===== config.mk =====
export PLATFORM = sky130hd
export DESIGN_NAME = circular_deque
export DESIGN_NICKNAME = d
export VERILOG_FILES = /design/src/sv/cdq_pkg.sv /design/src/sv/cdq_ram.sv /design/src/sv/cdq_ctrl.sv /design/src/sv/cdq_dpath.sv /design/src/sv/circular_deque.sv
export SDC_FILE = /design/constraint.sdc
export NUM_CORES = 1
export LEC_CHECK = 0
export BUFFER_PORTS_ARGS = -buffer_cell sky130_fd_sc_hd__buf_4
export CAP_MARGIN = 20
export CORE_MARGIN = 3
export CORE_UTILIZATION = 47
export CTS_CLUSTER_DIAMETER = 150
export DETAILED_ROUTE_END_ITERATION = 10
export GPL_TIMING_DRIVEN = 0
export PLACE_DENSITY = 0.64
export SLEW_MARGIN = 40
export SYNTH_ARGS = -nofsm -noshare
export SYNTH_HDL_FRONTEND = slang
export SYNTH_SLANG_ARGS = --single-unit

===== constraint.sdc =====
create_clock -name clk -period 6.2 [get_ports clk]
set_input_delay 0.93 -clock clk [delete_from_list [all_inputs] [get_ports clk]]
set_output_delay 0.93 -clock clk [all_outputs]
set_load 0.01 [all_outputs]

===== src/sv/cdq_pkg.sv =====
// Package for the circular deque: sizes, request and status codes, and the
// command/status structs between the controller and the datapath.
// No dependencies.
package cdq_pkg;

    // Ring store geometry
    localparam int DEPTH  = 8;
    localparam int IDX_W  = (DEPTH > 1) ? $clog2(DEPTH) : 1;
    localparam int DATA_W = 32;
    localparam int CAP_W  = 4;
    localparam logic [CAP_W-1:0] CAP_RESET = CAP_W'(DEPTH);

    // Configuration port
    localparam int PADDR_W = 3;
    localparam int PDATA_W = 32;
    localparam logic REG_CAPACITY = 1'b0;   // selected by paddr[2]

    // Request codes
    localparam logic [1:0] REQ_PUSH_FRONT = 2'd0;
    localparam logic [1:0] REQ_PUSH_REAR  = 2'd1;
    localparam logic [1:0] REQ_POP_FRONT  = 2'd2;
    localparam logic [1:0] REQ_POP_REAR   = 2'd3;

    // Status codes
    localparam logic [1:0] ST_DONE  = 2'd0;
    localparam logic [1:0] ST_FULL  = 2'd1;
    localparam logic [1:0] ST_EMPTY = 2'd2;

    // Controller to datapath
    typedef struct packed {
        logic exec;       // execute the request on the input ports
        logic load_pop;   // capture the ring read data as the popped word
    } cdq_cmd_t;

    // Datapath to controller
    typedef struct packed {
        logic pop_hit;    // current request is a pop that will read the ring
    } cdq_stat_t;

endpackage


===== src/sv/cdq_ram.sv =====
// Generic single-write, single-read RAM with registered read data.
// No dependencies.
module cdq_ram #(
    parameter int WIDTH = 32,
    parameter int DEPTH = 8
) (
    input  logic                                   clk,
    input  logic                                   we,
    input  logic [((DEPTH > 1) ? $clog2(DEPTH) : 1)-1:0] waddr,
    input  logic [WIDTH-1:0]                       wdata,
    input  logic                                   re,
    input  logic [((DEPTH > 1) ? $clog2(DEPTH) : 1)-1:0] raddr,
    output logic [WIDTH-1:0]                       rdata
);

    logic [WIDTH-1:0] mem [DEPTH];
    logic [WIDTH-1:0] rdata_reg;

    // Write port
    always_ff @(posedge clk)
    begin
        if (we)
        begin
            mem[waddr] <= wdata;
        end
    end

    // Registered read port
    always_ff @(posedge clk)
    begin
        if (re)
        begin
            rdata_reg <= mem[raddr];
        end
    end

    assign rdata = rdata_reg;

endmodule


===== src/sv/cdq_ctrl.sv =====
// Controller for the circular deque: sequences accept, ring read and result beat.
// Depends on cdq_pkg.
module cdq_ctrl (
    input  logic               clk,
    input  logic               rst_n,
    input  logic               in_valid,
    output logic               in_ready,
    output logic               out_valid,
    input  logic               out_ready,
    input  cdq_pkg::cdq_stat_t stat,
    output cdq_pkg::cdq_cmd_t  cmd
);
    import cdq_pkg::*;

    typedef enum logic [2:0] {
        S_IDLE = 3'b001,
        S_LOAD = 3'b010,
        S_SEND = 3'b100
    } state_t;

    state_t state_reg;
    state_t state_next;

    // Advance the state
    always_ff @(posedge clk or negedge rst_n)
    begin
        if (!rst_n)
        begin
            state_reg <= S_IDLE;
        end
        else
        begin
            state_reg <= state_next;
        end
    end

    // Next state and commands
    always_comb
    begin
        state_next   = state_reg;
        cmd.exec     = 1'b0;
        cmd.load_pop = 1'b0;
        in_ready     = 1'b0;
        out_valid    = 1'b0;
        unique case (state_reg)
            S_IDLE:
            begin
                in_ready = 1'b1;
                if (in_valid)
                begin
                    cmd.exec   = 1'b1;
                    state_next = stat.pop_hit ? S_LOAD : S_SEND;
                end
            end
            S_LOAD:
            begin
                cmd.load_pop = 1'b1;
                state_next   = S_SEND;
            end
            S_SEND:
            begin
                out_valid = 1'b1;
                if (out_ready)
                begin
                    state_next = S_IDLE;
                end
            end
            default:
            begin
                state_next = S_IDLE;
            end
        endcase
    end

endmodule


===== src/sv/cdq_dpath.sv =====
// Datapath for the circular deque: indices, empty flag, capacity register,
// ring RAM and result registers.
// Depends on cdq_pkg and cdq_ram.
module cdq_dpath (
    input  logic                        clk,
    input  logic                        rst_n,
    input  cdq_pkg::cdq_cmd_t           cmd,
    output cdq_pkg::cdq_stat_t          stat,
    input  logic [1:0]                  req_type,
    input  logic signed [31:0]          push_value,
    output logic signed [31:0]          pop_value,
    output logic [1:0]                  status,
    input  logic                        cfg_write,
    input  logic [cdq_pkg::PADDR_W-1:0] cfg_addr,
    input  logic [cdq_pkg::PDATA_W-1:0] cfg_wdata,
    output logic [cdq_pkg::PDATA_W-1:0] cfg_rdata
);
    import cdq_pkg::*;

    logic [IDX_W-1:0]  head_reg, head_next;
    logic [IDX_W-1:0]  tail_reg, tail_next;
    logic              empty_reg, empty_next;
    logic [CAP_W-1:0]  capacity_reg;
    logic [DATA_W-1:0] pop_value_reg;
    logic [1:0]        status_reg, status_next;

    logic [IDX_W-1:0]  cap_m1;
    logic [IDX_W-1:0]  tail_up, tail_down, head_up, head_down;
    logic              is_full, is_push;
    logic              ram_we, ram_re;
    logic [IDX_W-1:0]  ram_waddr, ram_raddr;
    logic [DATA_W-1:0] ram_rdata;

    // Effective capacity minus one: zero reads as one, above depth reads as depth
    always_comb
    begin
        priority if (capacity_reg == '0)
        begin
            cap_m1 = '0;
        end
        else if (capacity_reg > CAP_W'(DEPTH))
        begin
            cap_m1 = IDX_W'(DEPTH - 1);
        end
        else
        begin
            cap_m1 = IDX_W'(capacity_reg - CAP_W'(1));
        end
    end

    // Wrapping index steps
    assign head_up   = (head_reg >= cap_m1) ? '0 : head_reg + IDX_W'(1);
    assign tail_up   = (tail_reg >= cap_m1) ? '0 : tail_reg + IDX_W'(1);
    assign head_down = (head_reg == '0) ? cap_m1 : head_reg - IDX_W'(1);
    assign tail_down = (tail_reg == '0) ? cap_m1 : tail_reg - IDX_W'(1);

    assign is_push      = (req_type == REQ_PUSH_FRONT) || (req_type == REQ_PUSH_REAR);
    assign is_full      = !empty_reg && (tail_up == head_reg);
    assign stat.pop_hit = !is_push && !empty_reg;

    // Decide the request outcome
    always_comb
    begin
        head_next   = head_reg;
        tail_next   = tail_reg;
        empty_next  = empty_reg;
        status_next = ST_DONE;
        ram_we      = 1'b0;
        ram_waddr   = '0;
        ram_re      = 1'b0;
        ram_raddr   = head_reg;
        if (cmd.exec)
        begin
            unique case (req_type)
                REQ_PUSH_FRONT, REQ_PUSH_REAR:
                begin
                    priority if (empty_reg)
                    begin
                        head_next  = '0;
                        tail_next  = '0;
                        empty_next = 1'b0;
                        ram_we     = 1'b1;
                    end
                    else if (is_full)
                    begin
                        status_next = ST_FULL;
                    end
                    else if (req_type == REQ_PUSH_FRONT)
                    begin
                        head_next = head_down;
                        ram_we    = 1'b1;
                        ram_waddr = head_down;
                    end
                    else
                    begin
                        tail_next = tail_up;
                        ram_we    = 1'b1;
                        ram_waddr = tail_up;
                    end
                end
                REQ_POP_FRONT, REQ_POP_REAR:
                begin
                    if (empty_reg)
                    begin
                        status_next = ST_EMPTY;
                    end
                    else
                    begin
                        ram_re    = 1'b1;
                        ram_raddr = (req_type == REQ_POP_FRONT) ? head_reg : tail_reg;
                        if (head_reg == tail_reg)
                        begin
                            empty_next = 1'b1;
                        end
                        else if (req_type == REQ_POP_FRONT)
                        begin
                            head_next = head_up;
                        end
                        else
                        begin
                            tail_next = tail_down;
                        end
                    end
                end
                default:
                begin
                    status_next = ST_DONE;
                end
            endcase
        end
    end

    // Hold the deque control state
    always_ff @(posedge clk or negedge rst_n)
    begin
        if (!rst_n)
        begin
            head_reg     <= '0;
            tail_reg     <= '0;
            empty_reg    <= 1'b1;
            capacity_reg <= CAP_RESET;
        end
        else
        begin
            head_reg  <= head_next;
            tail_reg  <= tail_next;
            empty_reg <= empty_next;
            if (cfg_write && (cfg_addr[2] == REG_CAPACITY))
            begin
                capacity_reg <= cfg_wdata[CAP_W-1:0];
            end
        end
    end

    // Capture the result beat
    always_ff @(posedge clk)
    begin
        if (cmd.exec)
        begin
            pop_value_reg <= '1;
            status_reg    <= status_next;
        end
        else if (cmd.load_pop)
        begin
            pop_value_reg <= ram_rdata;
        end
    end

    cdq_ram #(
        .WIDTH (DATA_W),
        .DEPTH (DEPTH)
    ) u_ring (
        .clk   (clk),
        .we    (ram_we),
        .waddr (ram_waddr),
        .wdata (push_value),
        .re    (ram_re),
        .raddr (ram_raddr),
        .rdata (ram_rdata)
    );

    assign pop_value = pop_value_reg;
    assign status    = status_reg;
    assign cfg_rdata = (cfg_addr[2] == REG_CAPACITY) ? PDATA_W'(capacity_reg) : '0;

endmodule


===== src/sv/circular_deque.sv =====
// Double-ended queue of signed 32-bit words in an 8-entry ring RAM. Each request
// (push front, push rear, pop front, pop rear) yields one result beat with the
// popped word (-1 on pushes and refused pops) and a status: done, full or empty.
// A push or a refused pop presents its result beat in the cycle right after the
// accept; a successful pop first passes through a load state that captures the
// registered read of the ring RAM. One request is in flight at a time and the next
// is accepted the cycle after the result beat is taken. The capacity register (byte
// address 0, reset 8) sets the ring size from 1 to 8; zero acts as 1 and values
// above 8 act as 8.
// Depends on cdq_pkg, cdq_ctrl and cdq_dpath.
module circular_deque (
    input  logic                        clk,
    input  logic                        rst_n,
    input  logic                        in_valid,
    output logic                        in_ready,
    input  logic [1:0]                  req_type,
    input  logic signed [31:0]          push_value,
    output logic                        out_valid,
    input  logic                        out_ready,
    output logic signed [31:0]          pop_value,
    output logic [1:0]                  status,
    input  logic                        psel,
    input  logic                        penable,
    input  logic                        pwrite,
    input  logic [cdq_pkg::PADDR_W-1:0] paddr,
    input  logic [cdq_pkg::PDATA_W-1:0] pwdata,
    output logic [cdq_pkg::PDATA_W-1:0] prdata,
    output logic                        pready
);
    import cdq_pkg::*;

    cdq_cmd_t  cmd;
    cdq_stat_t stat;
    logic      cfg_write;

    // Register write on the access phase
    assign pready    = 1'b1;
    assign cfg_write = psel && penable && pwrite;

    cdq_ctrl u_ctrl (
        .clk       (clk),
        .rst_n     (rst_n),
        .in_valid  (in_valid),
        .in_ready  (in_ready),
        .out_valid (out_valid),
        .out_ready (out_ready),
        .stat      (stat),
        .cmd       (cmd)
    );

    cdq_dpath u_dpath (
        .clk        (clk),
        .rst_n      (rst_n),
        .cmd        (cmd),
        .stat       (stat),
        .req_type   (req_type),
        .push_value (push_value),
        .pop_value  (pop_value),
        .status     (status),
        .cfg_write  (cfg_write),
        .cfg_addr   (paddr),
        .cfg_wdata  (pwdata),
        .cfg_rdata  (prdata)
    );

endmodule

==> flow_metrics.tcl, run 1 <==
set metrics [dict create \
    chipWidth_um 176 \
    arrival_ns 5.10 \
    track_usage 0.194 \
    ys_seq_area_frac 0.717 \
    postLayoutSetupSlackWorst_ns 1.33 \
    cpMaxStageDelayCell "or4b_4" \
    synth_area_per_cell_um2 13.1 \
    yosysUniqueCellTypes 56 \
    largest_register_ffs 256 \
    cts_tree "built" \
    path_class "flop to flop" \
    power_mw 7.12 \
    cap_violations 0 \
    crit_required_ns 6.43 \
    dp_slack_ns 1.29 \
    path_delay_family "simple AND/OR/NAND/NOR gates" \
    ys_async_sr_fraction 0.0417 \
    fin_setup_tns_ns 0 \
    power.density_nw_per_um2 438 \
    path_clk_slew_ns 0.06 \
    drtIter0Drc 655 \
    critPathMaxFanout 7 \
    grt_pass1_wl_um 46200 \
    placed_cell_area_um2 15100 \
    fin_worst_skew_ns 0.0197 \
    endpoint "u_dpath.u_ring.mem[6][19]$_DFFE_PP_" \
    first_global_vias 8339 \
    postLayoutCoreUtil 0.579 \
    cts.repair.resized 0 \
    period_share 0.785 \
    grt_overflow 0 \
    final_nets 1295 \
    num_vias 8580 \
    n_antenna_cell 0 \
    slew_headroom 0.474 \
    hold_class "primary input to async pin" \
    layout-drive-gt1-share 0.190 \
    io_pins 145 \
    synth_ff_type "edfxtp_1" \
    routed_wl_um 29900 \
    fmax_ghz 0.205 \
    status "finished clean" \
    synth_area_um2 13500 \
    end_kind "flop" \
    finalSetupViolations 0 \
    globalplace.congestion 0.813 \
    design.core.area_um2 28100 \
    path_cells "inv_1, ha_1, nand2b_1, o21ai_0, a21boi_0, ha_1, a21o_1, a21oi_2, or3b_1, mux2_2, or4b_4, nor3_2, buf_2, buf_4, buf_4" \
    critPathMaxStageDelay_ns 0.55 \
    grt_setup_unrepaired "no" \
    drt-pass1-iter-count 5 \
    syn_inst 1029 \
    timing.hold.ws_ns 0.270 \
    drc 0 \
    critPathBufInv 4 \
    fp-row-count 61 \
    startpoint "u_dpath.capacity_reg[0]$_DFFE_PN0P_" \
    wl_per_cell_um 18.5 \
    fillers 2248 \
    syn_to_final_growth_pct 20.2 \
    post_cts_buffers 0 \
    p_leak_nw 6.23 \
    cts_max_level 2 \
    dieArea_um2 30900 \
    crit_cells 15 \
    clkSinkCount 336 \
    finalNonFillerCells 1614 \
    drv_slew 0 \
    avgViaCountPerCell 5.32 \
    antenna_found_initial 0 \
    reg2reg_from "u_dpath.capacity_reg[0]$_DFFE_PN0P_" \
    cts_root_buf "clkbuf_16" \
    clock_latency_ns 0.52 \
    placedCellCount 1548 \
    ys_ff_latch 336 \
    start_kind "flop" \
    irDropWorstVdd_mv 0.183 \
    grt_max_degree 17 \
    cts_buffers 36 \
    yosysWarnings 0 \
    dpl.hpwl_um 20100 \
    drtAntennaViolNets 0 \
    reg2regPathDepth 15 \
    start_util 0.482 \
    ctsLongestPathBuffers 3 \
    fin_area_um2 16300 \
    io_buffers 85 \
    postCtsHoldBufs 0 \
    hold_viol 0 \
    layout_min_cycle_time_ns 4.87 \
    tightest_slew_ns 0.767 \
    worst_r2r_endpoint "u_dpath.u_ring.mem[6][19]$_DFFE_PP_" \
    fp.dieH_um 176 \
    regToRegSetupSlack_ns 1.33 \
    synth_edf_count 290 \
]
==> worst min-delay path by stage <==
stage,to,cells past startpoint,from
after floorplan,u_dpath.pop_value[10]$_SDFFE_PP1P_,2,u_dpath.u_ring.rdata[10]$_DFFE_PP_
after global placement,u_dpath.pop_value[29]$_SDFFE_PP1P_,2,u_dpath.u_ring.rdata[29]$_DFFE_PP_
after detailed placement,u_dpath.pop_value[22]$_SDFFE_PP1P_,2,u_dpath.u_ring.rdata[22]$_DFFE_PP_
after CTS,u_dpath.tail_reg[0]$_DFFE_PN0P_,1,rst_n
after global routing,u_dpath.tail_reg[0]$_DFFE_PN0P_,1,rst_n
final,u_dpath.tail_reg[0]$_DFFE_PN0P_,1,rst_n
==> metal layers <==
layer	wire, um	up-vias	global-route usage
li1	-	4045	-
met1	12800	4188	0.262
met2	14300	293	0.321
met3	2020	54	0.0324
met4	737	0	0.0680
met5	0	-	0
==> cell usage in the layout (no fill, tap or decap), types with 4 or more instances in the layout <==
cell type,Yosys,final
dfrtp_1,11,11
inv_1,17,17
mux2_2,5,5
a32oi_1,32,32
buf_16,0,4
and3_1,34,34
a21oi_1,9,9
mux2i_1,42,42
o21ai_0,4,4
nand2b_1,5,5
buf_4,32,128
buf_8,0,6
buf_1,4,4
nand3_1,97,97
o211ai_1,5,5
ha_1,11,11
nor2b_1,8,7
nor2_4,0,4
edfxtp_1,290,290
buf_2,13,20
clkbuf_1,32,44
conb_1,2,29
nor2_1,21,17
clkinv_1,0,8
dfxtp_1,32,32
clkbuf_16,0,38
nand2_1,264,264
==> power by group <==
part / total (mW) / leakage [nW] / switching (mW) / internal (mW)
logic: 2.14 / 2.64 / 1.34 / 0.806
registers: 2.94 / 3.05 / 0.121 / 2.82
clock network: 2.03 / 0.549 / 0.833 / 1.20
total: 7.12 / 6.23 / 2.29 / 4.83
==> final cells by class <==
class	count	area (um^2)	area share
multi-input cells	622	3490	0.215
repair buffers	114	967	0.0595
inverters	17	63.8	0.00392
plain buffers	81	440	0.0271
clock inverters	13	91.3	0.00562
flip-flops and latches	336	9700	0.597
well taps	378	473	0.0291
clock buffers	53	1040	0.0638
==> logic make-up (layout without fill, tap and decap cells) <==
logic type / Yosys count / count (layout) / share of synthesized area
AO/OA/AOI/OAI: 76 / 76 / 0.0462
XOR/XNOR: 6 / 6 / 0.00388
adder cells (fa/ha/maj): 11 / 11 / 0.0102
buffers and inverters: 98 / 278 / 0.0373
flip-flops: 336 / 336 / 0.717
multiplexers: 48 / 48 / 0.0361
other: 2 / 29 / 0.000555
AND/OR/NAND/NOR: 452 / 452 / 0.149
==> cells in the mapped netlist (2+ instances only) <==
cell / instances / area [um^2]
mux2_2: 5 / 56.3
mux2i_1: 42 / 420
edfxtp_1: 290 / 8710
and3_1: 34 / 213
dfstp_2: 3 / 78.8
conb_1: 2 / 7.51
a211oi_1: 3 / 22.5
or3_1: 2 / 12.5
xnor2_1: 3 / 26.3
nand2b_1: 5 / 31.3
buf_2: 13 / 65.1
ha_1: 11 / 138
a22oi_1: 3 / 22.5
nand2_1: 264 / 991
xor2_1: 3 / 26.3
inv_1: 17 / 63.8
buf_4: 32 / 240
nor3_1: 5 / 25.0
a21o_1: 3 / 22.5
a31o_2: 3 / 26.3
buf_1: 4 / 15.0
dfrtp_1: 11 / 275
dfxtp_1: 32 / 641
a21oi_1: 9 / 45.0
o21ai_0: 4 / 20.0
nor2b_1: 8 / 50.1
clkbuf_1: 32 / 120
or2_2: 3 / 18.8
nand3_1: 97 / 485
o21a_1: 2 / 15.0
o211ai_1: 5 / 37.5
nor2_1: 21 / 78.8
a32oi_1: 32 / 280
nor3b_1: 3 / 22.5
a41oi_1: 2 / 17.5
No activity file was read; power rests on OpenSTA's default activity.
==> run 2, diff against run 1 <==
- PLACE_DENSITY: 0.64 -> 0.67
- clock period: 6.2 -> 4.1 ns (I/O delays scaled with it)
==> run 2 against run 1 <==
  * Sequential cell count did not move
  * Via count fell by 1.2%
  * First-iteration DRC count rose by 9.6%
  * Sequential share of layout area fell by 0.44 points
  * Clock-buffer cell count did not move
  * Non-clock buffer count rose by 8
  * Largest power group unchanged
  * Total power rose by 51%
  * Die area did not move
==> flow_metrics.tcl, run 2 (same netlist as run 1, synthesis figures left out) <==
set metrics [dict create \
    status "finished clean" \
    antenna_found_initial 1 \
    cpMaxStageDelayCell "or4b_4" \
    fmax_ghz 0.256 \
    dieArea_um2 30900 \
    fin_worst_skew_ns 0.0143 \
    p_leak_nw 6.28 \
    dpl.hpwl_um 19500 \
    critPathMaxStageDelay_ns 0.56 \
    finalNonFillerCells 1620 \
    io_buffers 85 \
    cap_violations 0 \
    n_antenna_cell 0 \
    drv_slew 0 \
    cts_tree "built" \
    irDropWorstVdd_mv 0.322 \
    grt_pass1_wl_um 45100 \
    cts_root_buf "clkbuf_16" \
    period_share 0.952 \
    final_nets 1302 \
    placedCellCount 1540 \
    largest_register_ffs 256 \
    path_clk_slew_ns 0.06 \
    ctsLongestPathBuffers 3 \
    first_global_vias 8147 \
    fin_setup_tns_ns 0 \
    design.core.area_um2 28100 \
    postLayoutCoreUtil 0.583 \
    hold_viol 0 \
    fillers 2264 \
    hold_start "out_ready" \
    chipWidth_um 176 \
    routed_wl_um 29300 \
    syn_to_final_growth_pct 21.1 \
    timing.hold.ws_ns 0.316 \
    crit_required_ns 4.32 \
    start_util 0.482 \
    grt_setup_unrepaired "yes" \
    num_vias 8473 \
    finalSetupViolations 0 \
    path_cells "inv_2, ha_4, nand2b_1, o21ai_1, a21boi_4, ha_1, a21o_1, a21oi_2, or3b_1, mux2_4, or4b_4, nor3_4, buf_8, buf_8" \
    power.density_nw_per_um2 655 \
    start_kind "flop" \
    reg2reg_from "u_dpath.capacity_reg[0]$_DFFE_PN0P_" \
    grt_max_degree 18 \
    slew_headroom 0.441 \
    avgViaCountPerCell 5.23 \
    layout-drive-gt1-share 0.200 \
    clock_latency_ns 0.52 \
    drt-pass1-iter-count 6 \
    fp.dieH_um 176 \
    cts_buffers 35 \
    io_pins 145 \
    drtIter0Drc 718 \
    final_cell_mix "edfxtp_1 (290), nand2_1 (264), buf_4 (133), nand3_1 (97), clkbuf_1 (45)" \
    startpoint "u_dpath.capacity_reg[0]$_DFFE_PN0P_" \
    critPathMaxFanout 9 \
    globalplace.congestion 0.830 \
    fp-row-count 61 \
    cts_max_level 2 \
    seqCellArea_um2 9700 \
    grt_overflow 0 \
    drc 0 \
    layout_min_cycle_time_ns 3.90 \
    multiInputGateArea_um2 3540 \
    arrival_ns 4.12 \
    clkSinkCount 336 \
    tightest_slew_ns 0.832 \
    path_class "flop to flop" \
    drtAntennaViolNets 0 \
    end_kind "flop" \
    track_usage 0.189 \
    hold_class "primary input to flop" \
    final_common_cell "edfxtp_1" \
    wl_per_cell_um 18.1 \
    path_common_cell "buf_8" \
]
run 2: changes by cell type in the layout (fill, tap and decap cells not counted), moves of 3 or more:
cell / previous run / this run
nor3_4: 0 / 3
nor3_2: 3 / 0
clkinv_1: 8 / 4
buf_8: 6 / 9
buf_6: 1 / 8
buf_2: 20 / 13
buf_4: 128 / 133
run 2: metal layers:
metal  track usage  vias to the layer above  routed length [um]
li1              -                     4044                   -
met1         0.254                     4078               12500
met2         0.317                      303               14300
met3        0.0309                       46                2040
met4        0.0567                        2                 525
met5             0                        -                   9
run 2: report_power, final:
part / internal, mW / total, mW / leakage [nW] / switching [mW]
combinational: 1.25 / 3.31 / 2.70 / 2.05
clock: 1.76 / 2.99 / 0.535 / 1.23
sequential: 4.26 / 4.45 / 3.05 / 0.185
total: 7.28 / 10.7 / 6.28 / 3.46
run 2: layout make-up:
class / instances / share of cell area
well taps: 378 / 0.0289
repair buffers: 122 / 0.0652
multi-input cells: 622 / 0.216
inverters: 17 / 0.00389
clock buffers: 53 / 0.0613
clock inverters: 11 / 0.00573
plain buffers: 81 / 0.0269
flip-flops and latches: 336 / 0.592
run 2: worst paths after layout:
kind	end	slack, ns	cells past startpoint
worst min-delay path	u_ctrl.state_reg[2]$_DFFE_PN0P_	0.32	2
min in group asynchronous	u_dpath.tail_reg[2]$_DFFE_PN0P_	0.49	2
worst max register to register	u_dpath.u_ring.mem[4][13]$_DFFE_PP_	0.20	14
worst max-delay path	u_dpath.u_ring.mem[4][13]$_DFFE_PP_	0.20	14
worst min register to register	u_dpath.pop_value[22]$_SDFFE_PP1P_	0.46	2
max in group asynchronous	u_ctrl.state_reg[0]$_DFFE_PN1P_	3.36	2
run 2: repair_timing:
item | in CTS | in global routing
resized for setup | 1 | 1
endpoints found under the setup margin | 75 | 112
hold endpoints to repair | 11 | 0
hold buffers | 1 | 0
setup buffers | 7 | 8
pin swaps | 4 | 5
run 2: critical path: cells and delay by family (launching register included):
kind | cells | cell delay [ns]
flip-flops | 1 | 0.41
multiplexers | 1 | 0.30
AO/OA/AOI/OAI | 4 | 0.74
buffers and inverters | 3 | 0.43
adder cells (fa/ha/maj) | 2 | 0.39
AND/OR/NAND/NOR | 4 | 1.32
run 2: through the flow:
| stage | power, mW | instance area [um^2] | setup WS [ns] |
|---|---|---|---|
| floorplan | 6.59 | 13700 | -0.0507 |
| global placement | 7.62 | 14800 | -2.05 |
| detailed placement | 7.78 | 15100 | -0.163 |
| CTS | 10.8 | 16300 | 0.0247 |
| global route | 11.3 | 16400 | -0.00437 |
| finish | 10.7 | 16400 | 0.195 |
